<file path="src/hdl/ssfp_pkg.sv">
// Package with the default formats of the smoothstep pipeline.
`timescale 1ns / 1ps

package ssfp_pkg;

  localparam int FRAC_BITS_DEF = 16;
  localparam int DATA_BITS_DEF = 32;

endpackage

</file>
<file path="src/hdl/smoothstep_fixed_point.sv">
// Pipelined fixed-point smoothstep: clamp((x-lo)/(hi-lo)) then t*t*(3-2t).
//
//   channel | dir | tdata (low bit up)                     | tlast
//   --------+-----+----------------------------------------+---------------
//   in_     | in  | edge_low, edge_high, sample (DATA_BITS) | batch_end
//   out_    | out | smooth_value (FRAC_BITS+1, Q1.FRAC)     | batch_end_out
//
// One beat per cycle sustained while the skid entry is empty; a result passes
// three setup stages, one restoring-division stage per quotient bit, two
// multiplier stages and the output register.
// A two-entry output (register plus skid) lets the pipeline keep accepting
// while one result waits; in_tready drops only when both entries are full.
// Reset clears the valid bits of all stages and of the output entries.
`timescale 1ns / 1ps

module smoothstep_fixed_point #(
  parameter int FRAC_BITS = ssfp_pkg::FRAC_BITS_DEF,
  parameter int DATA_BITS = ssfp_pkg::DATA_BITS_DEF
) (
  input  logic                                   clk,
  input  logic                                   rst_n,
  input  logic                                   in_tvalid,
  output logic                                   in_tready,
  // edge_low [D-1:0], edge_high [2D-1:D], sample [3D-1:2D], zero pad
  input  logic [((3*DATA_BITS+7)/8)*8-1:0]       in_tdata,
  input  logic                                   in_tlast,
  output logic                                   out_tvalid,
  input  logic                                   out_tready,
  // smooth_value [FRAC_BITS:0], zero pad
  output logic [((FRAC_BITS+8)/8)*8-1:0]         out_tdata,
  output logic                                   out_tlast
);

  import ssfp_pkg::*;

  localparam int D     = DATA_BITS;
  localparam int F     = FRAC_BITS;
  localparam int OUT_W = ((F + 8) / 8) * 8;
  localparam int NST   = F + 5;
  localparam logic [F:0]   ONE_Q   = {1'b1, {F{1'b0}}};
  localparam logic [F+1:0] THREE_Q = {2'b11, {F{1'b0}}};

  logic           adv;
  logic [NST-1:0] vld_r;

  // stage 0: span and numerator, exact in D+1 bits
  logic [D:0] lo_e, hi_e, x_e;
  logic [D:0] s0_span_r, s0_num_r;
  logic       s0_last_r;

  // stage 1: zero-span fix and sign normalization
  logic [D:0]   span_z, span_n, num_n;
  logic [D-1:0] s1_span_r;
  logic [D:0]   s1_num_r;
  logic         s1_last_r;

  // stage 2 (entry 0) and division stages (entries 1..F)
  logic [D-1:0] dv_rem_r  [F+1];
  logic [D-1:0] dv_span_r [F+1];
  logic [F-1:0] dv_q_r    [F+1];
  logic         dv_lo_r   [F+1];
  logic         dv_hi_r   [F+1];
  logic         dv_last_r [F+1];

  // multiplier stages
  logic [F:0]       t_sel;
  logic [2*F+1:0]   prod1;
  logic [F+1:0]     w_val;
  logic [F:0]       m1_sq_r;
  logic [F+1:0]     m1_w_r;
  logic             m1_last_r;
  logic [2*F+2:0]   prod2;
  logic [F:0]       m2_res_r;
  logic             m2_last_r;

  // output register and skid entry
  logic       o_vld_r, skid_vld_r, o_last_r, skid_last_r;
  logic [F:0] o_data_r, skid_data_r;
  logic       o_free, p_vld;

  assign adv       = !skid_vld_r;
  assign in_tready = adv;

  always_ff @(posedge clk) begin
    if (!rst_n) begin
      vld_r <= '0;
    end else if (adv) begin
      vld_r <= {vld_r[NST-2:0], in_tvalid};
    end
  end

  assign lo_e = {in_tdata[D-1], in_tdata[D-1:0]};
  assign hi_e = {in_tdata[2*D-1], in_tdata[2*D-1:D]};
  assign x_e  = {in_tdata[3*D-1], in_tdata[3*D-1:2*D]};

  always_ff @(posedge clk) begin
    if (adv) begin
      s0_span_r <= hi_e - lo_e;
      s0_num_r  <= x_e - lo_e;
      s0_last_r <= in_tlast;
    end
  end

  always_comb begin
    span_z = (s0_span_r == '0) ? (D+1)'(1) : s0_span_r;
    span_n = span_z[D] ? -span_z : span_z;
    num_n  = span_z[D] ? -s0_num_r : s0_num_r;
  end

  always_ff @(posedge clk) begin
    if (adv) begin
      s1_span_r <= span_n[D-1:0];
      s1_num_r  <= num_n;
      s1_last_r <= s0_last_r;
    end
  end

  // clamp decisions; the remainder seeds the divider
  always_ff @(posedge clk) begin
    if (adv) begin
      dv_lo_r[0]   <= s1_num_r[D] || (s1_num_r == '0);
      dv_hi_r[0]   <= !s1_num_r[D] && (s1_num_r[D-1:0] >= s1_span_r);
      dv_rem_r[0]  <= s1_num_r[D-1:0];
      dv_span_r[0] <= s1_span_r;
      dv_q_r[0]    <= '0;
      dv_last_r[0] <= s1_last_r;
    end
  end

  for (genvar k = 1; k <= F; k++) begin : g_div
    logic [D:0] rem2, diff;
    logic       take;

    assign rem2 = {dv_rem_r[k-1], 1'b0};
    assign diff = rem2 - {1'b0, dv_span_r[k-1]};
    assign take = rem2 >= {1'b0, dv_span_r[k-1]};

    always_ff @(posedge clk) begin
      if (adv) begin
        dv_rem_r[k]  <= take ? diff[D-1:0] : rem2[D-1:0];
        dv_q_r[k]    <= {dv_q_r[k-1][F-2:0], take};
        dv_span_r[k] <= dv_span_r[k-1];
        dv_lo_r[k]   <= dv_lo_r[k-1];
        dv_hi_r[k]   <= dv_hi_r[k-1];
        dv_last_r[k] <= dv_last_r[k-1];
      end
    end
  end

  always_comb begin
    if (dv_lo_r[F]) begin
      t_sel = '0;
    end else if (dv_hi_r[F]) begin
      t_sel = ONE_Q;
    end else begin
      t_sel = {1'b0, dv_q_r[F]};
    end
    prod1 = (2*F+2)'(t_sel) * (2*F+2)'(t_sel);
    w_val = THREE_Q - {t_sel, 1'b0};
  end

  always_ff @(posedge clk) begin
    if (adv) begin
      m1_sq_r   <= prod1[2*F:F];
      m1_w_r    <= w_val;
      m1_last_r <= dv_last_r[F];
    end
  end

  assign prod2 = (2*F+3)'(m1_sq_r) * (2*F+3)'(m1_w_r);

  always_ff @(posedge clk) begin
    if (adv) begin
      m2_res_r  <= prod2[2*F:F];
      m2_last_r <= m1_last_r;
    end
  end

  assign o_free = !o_vld_r || out_tready;
  assign p_vld  = vld_r[NST-1] && adv;

  always_ff @(posedge clk) begin
    if (!rst_n) begin
      o_vld_r    <= 1'b0;
      skid_vld_r <= 1'b0;
    end else begin
      if (o_free) begin
        o_vld_r    <= skid_vld_r || p_vld;
        skid_vld_r <= 1'b0;
      end else if (p_vld) begin
        skid_vld_r <= 1'b1;
      end
    end
  end

  // drain the skid entry first; park a new beat there while the output stalls
  always_ff @(posedge clk) begin
    if (o_free) begin
      o_data_r <= skid_vld_r ? skid_data_r : m2_res_r;
      o_last_r <= skid_vld_r ? skid_last_r : m2_last_r;
    end
    if (!o_free && p_vld) begin
      skid_data_r <= m2_res_r;
      skid_last_r <= m2_last_r;
    end
  end

  assign out_tvalid = o_vld_r;
  assign out_tdata  = OUT_W'(o_data_r);
  assign out_tlast  = o_last_r;

endmodule

</file>
<file path="config.mk">
export PLATFORM = sky130hd
export DESIGN_NAME = smoothstep_fixed_point
export DESIGN_NICKNAME = d
export VERILOG_FILES = /design/src/hdl/ssfp_pkg.sv /design/src/hdl/smoothstep_fixed_point.sv
export SDC_FILE = /design/constraint.sdc
export NUM_CORES = 2
export LEC_CHECK = 0
export ABC_AREA = 1
export BUFFER_PORTS_ARGS = -buffer_cell sky130_fd_sc_hd__buf_4
export CAP_MARGIN = 20
export CELL_PAD_IN_SITES_DETAIL_PLACEMENT = 0
export CELL_PAD_IN_SITES_GLOBAL_PLACEMENT = 2
export CORE_MARGIN = 2
export CORE_UTILIZATION = 37
export DETAILED_ROUTE_END_ITERATION = 6
export PLACE_DENSITY = 0.87
export SLEW_MARGIN = 5
export SYNTH_ARGS = -nofsm -noshare
export SYNTH_HDL_FRONTEND = slang
export SYNTH_SLANG_ARGS = --single-unit
export TNS_END_PERCENT = 10
</file>
<file path="constraint.sdc">
create_clock -name clk -period 37 [get_ports clk]
set_clock_uncertainty 0.1 [all_clocks]
set_input_delay 1.85 -clock clk [delete_from_list [all_inputs] [get_ports clk]]
set_output_delay 1.85 -clock clk [all_outputs]
set_load 0.02 [all_outputs]
</file>
==> flow_metrics.tcl <==
set metrics [dict create \
    outcome "completed" \
    path_clk_slew_ns 0.06 \
    grt_pass1_vias 83500 \
    post_drt_wl_per_cell_um 19.4 \
    antenna_found_initial 4 \
    place_inst 16600 \
    cts_sinks 1456 \
    worstPathMaxFanout 14 \
    fmaxAchievable_mhz 130 \
    worst_slew_pin_slew_ns 1.11 \
    max_cap_violations 0 \
    die_h_um 544 \
    regArea_mm2 0.0435 \
    syn-cell-area_mm2 0.108 \
    clockBufferDepth 4 \
    hold_depth 0 \
    core-area_mm2 0.291 \
    worst_setup_path_start_kind "flop" \
    min_period_ns 7.72 \
    grt_use_total_pct 22.0 \
    fin_util_pct 40.8 \
    async_reset_ff_share_pct 0 \
    r2r_cells 24 \
    hpwl_um 266000 \
    fin_cells 16900 \
    cts_hold_buffers 0 \
    synth_edf_count 1433 \
    ys_seq_elements 1456 \
    crit_required_ns 37.49 \
    rsz0062_at_grt "false" \
    grt-ovfl-total 0 \
    ys.flop_type "edfxtp_1" \
    place.port_buffers 120 \
    wl_um 328000 \
    dr_total_vias 83900 \
    grt_pass1_wl_um 504000 \
    start_util_pct 37.1 \
    fillers 29800 \
    postCtsSetupRepairBufs 0 \
    rows 198 \
    dieArea_mm2 0.296 \
    multi_input_area_mm2 0.0554 \
    ys_top_cells_by_area "edfxtp_1 40%, nand2_1 12%, ha_1 9.4%" \
    drt_pass1_iterations 6 \
    min_period_over_period_pct 20.9 \
    clockRootBuffer "clkbuf_16" \
    ys_types 60 \
    insertion_delay_ns 0.87 \
    finalSetupViolCount 0 \
    maxSlewHeadroom_pct 26.3 \
    tritoncts "done" \
    grt_max_degree 164 \
    setup_tns_ns 0 \
    synth.top_cell.area_share_pct 39.9 \
    ant_nets 0 \
    setup_ws_ns 29.28 \
    place_ws_ns 29.25 \
    path_class "flop to flop" \
    drive_above_1_share_pct 4.60 \
    io_pins 128 \
    hold_path.class "flop to flop" \
    maxSlewViolCount 0 \
    gp_congestion 0.917 \
    cts_buffers 172 \
    die_x_um 544 \
    first_iter_violations 6380 \
    cts_max_level 4 \
    yosysTopAreaCell "edfxtp_1" \
    synth_seq_area_share_pct 40.3 \
    ys_warn_count 0 \
    cp.arrival_ns 8.21 \
    drc 0 \
    ys_top_cells_by_count "3431 x nand2_1, 2061 x inv_1, 1433 x edfxtp_1" \
    synthCells 12800 \
    synth_most_common_cell "nand2_1" \
    num-nets-final 14200 \
    viasPerCell 4.96 \
    synthToLayoutAreaGrowth_pct 9.85 \
    hold_viol 0 \
    synth.avg_cell_area_um2 8.46 \
    setup.worst_path.end_class "flop" \
    cts_resized 0 \
]
## final cells by class
cell class / count / area share, %
diodes: 5 / 0.0106
clock buffers: 197 / 3.78
clock inverters: 117 / 1.06
inverters: 2082 / 6.60
multi-input cells: 9008 / 46.7
flip-flops and latches: 1456 / 36.7
well taps: 3900 / 4.12
repair buffers: 161 / 1.04
## through the flow
| stage | instance area, um2 | hold WS [ns] |
|---|---|---|
| 3_5_place_dp | 113000 | 0.305 |
| 5_1_grt | 119000 | 0.305 |
| 6_report | 119000 | 0.288 |
| 2_1_floorplan | 108000 | 0.300 |
| 4_1_cts | 119000 | 0.289 |
| 3_3_place_gp | 113000 | 0.301 |
## critical path: stages (launching register included)
cell,delay (ns)
edfxtp_1,0.38
inv_1,0.08
nand2_2,0.26
nor2_1,0.89
clkinv_1,0.58
nor2_1,0.30
inv_1,0.09
fa_1,0.53
inv_1,0.05
fa_1,0.40
fa_1,0.50
fa_1,0.51
fa_1,0.55
inv_1,0.06
fa_1,0.53
inv_1,0.04
ha_1,0.37
a21oi_1,0.32
o21ai_0,0.16
a21oi_1,0.27
nor2_1,0.07
a211oi_1,0.23
nand2_1,0.09
nand2_1,0.06
nand2_1,0.05
## cells in the final DEF, fill, tap and decap left out, drive strengths merged, types with 89 or more instances in the layout
cell type,n
a21o,89
clkbuf,197
o21ai,432
buf,161
nand2,3482
fa,428
xor2,291
a21oi,774
edfxtp,1433
ha,807
xnor2,107
nor3,151
nand3,917
nand4,89
nor2,1036
inv,2092
o21bai,102
## metal layers
layer | up-vias | track usage, % | share of wire, %
met3 | 370 | 2.02 | 3.8
li1 | 42000 | - | -
met2 | 1658 | 37.7 | 48
met5 | - | 0 | 0
met1 | 39900 | 29.5 | 45
met4 | 0 | 6.12 | 3.0
## flip-flops by register name, summed over array words and instances, names as in the netlist, 17 cells and up
signal,count
s0_span_r,33
s0_num_r,33
dv_q_r,136
dv_lo_r,17
vld_r,21
dv_span_r,512
dv_rem_r,512
s1_num_r,33
o_data_r,17
m2_res_r,17
dv_hi_r,17
s1_span_r,32
m1_sq_r,17
dv_last_r,17
skid_data_r,17
m1_w_r,17
## path summary, 6_finish.rpt
check | end | start | slack, ns
hold reg to reg | dv_q_r[0][229] | dv_q_r[0][212] | 0.29
hold / removal | dv_q_r[0][229] | dv_q_r[0][212] | 0.29
setup / recovery | m1_sq_r[16] | dv_hi_r[0][16] | 29.28
setup reg to reg | m1_sq_r[16] | dv_hi_r[0][16] | 29.28
## kinds of logic (layout without fill, tap and decap cells)
family                     after synthesis  in the layout  share of synthesized area (%)
other                                    2             36                        0.00696
xor gates and xnor gates               398            398                           3.23
DFF                                   1456           1456                           40.3
and+or+nand+nor                       5768           5768                           22.4
AOI/OAI and AO/OA                     1576           1576                           8.24
buffers and inverters                 2317           2557                           8.54
adders and majority gates             1235           1235                           17.3
Power is left out: the tool's default activity adds up to more than one toggle a clock period on the data nets, which glitch-free logic cannot reach.
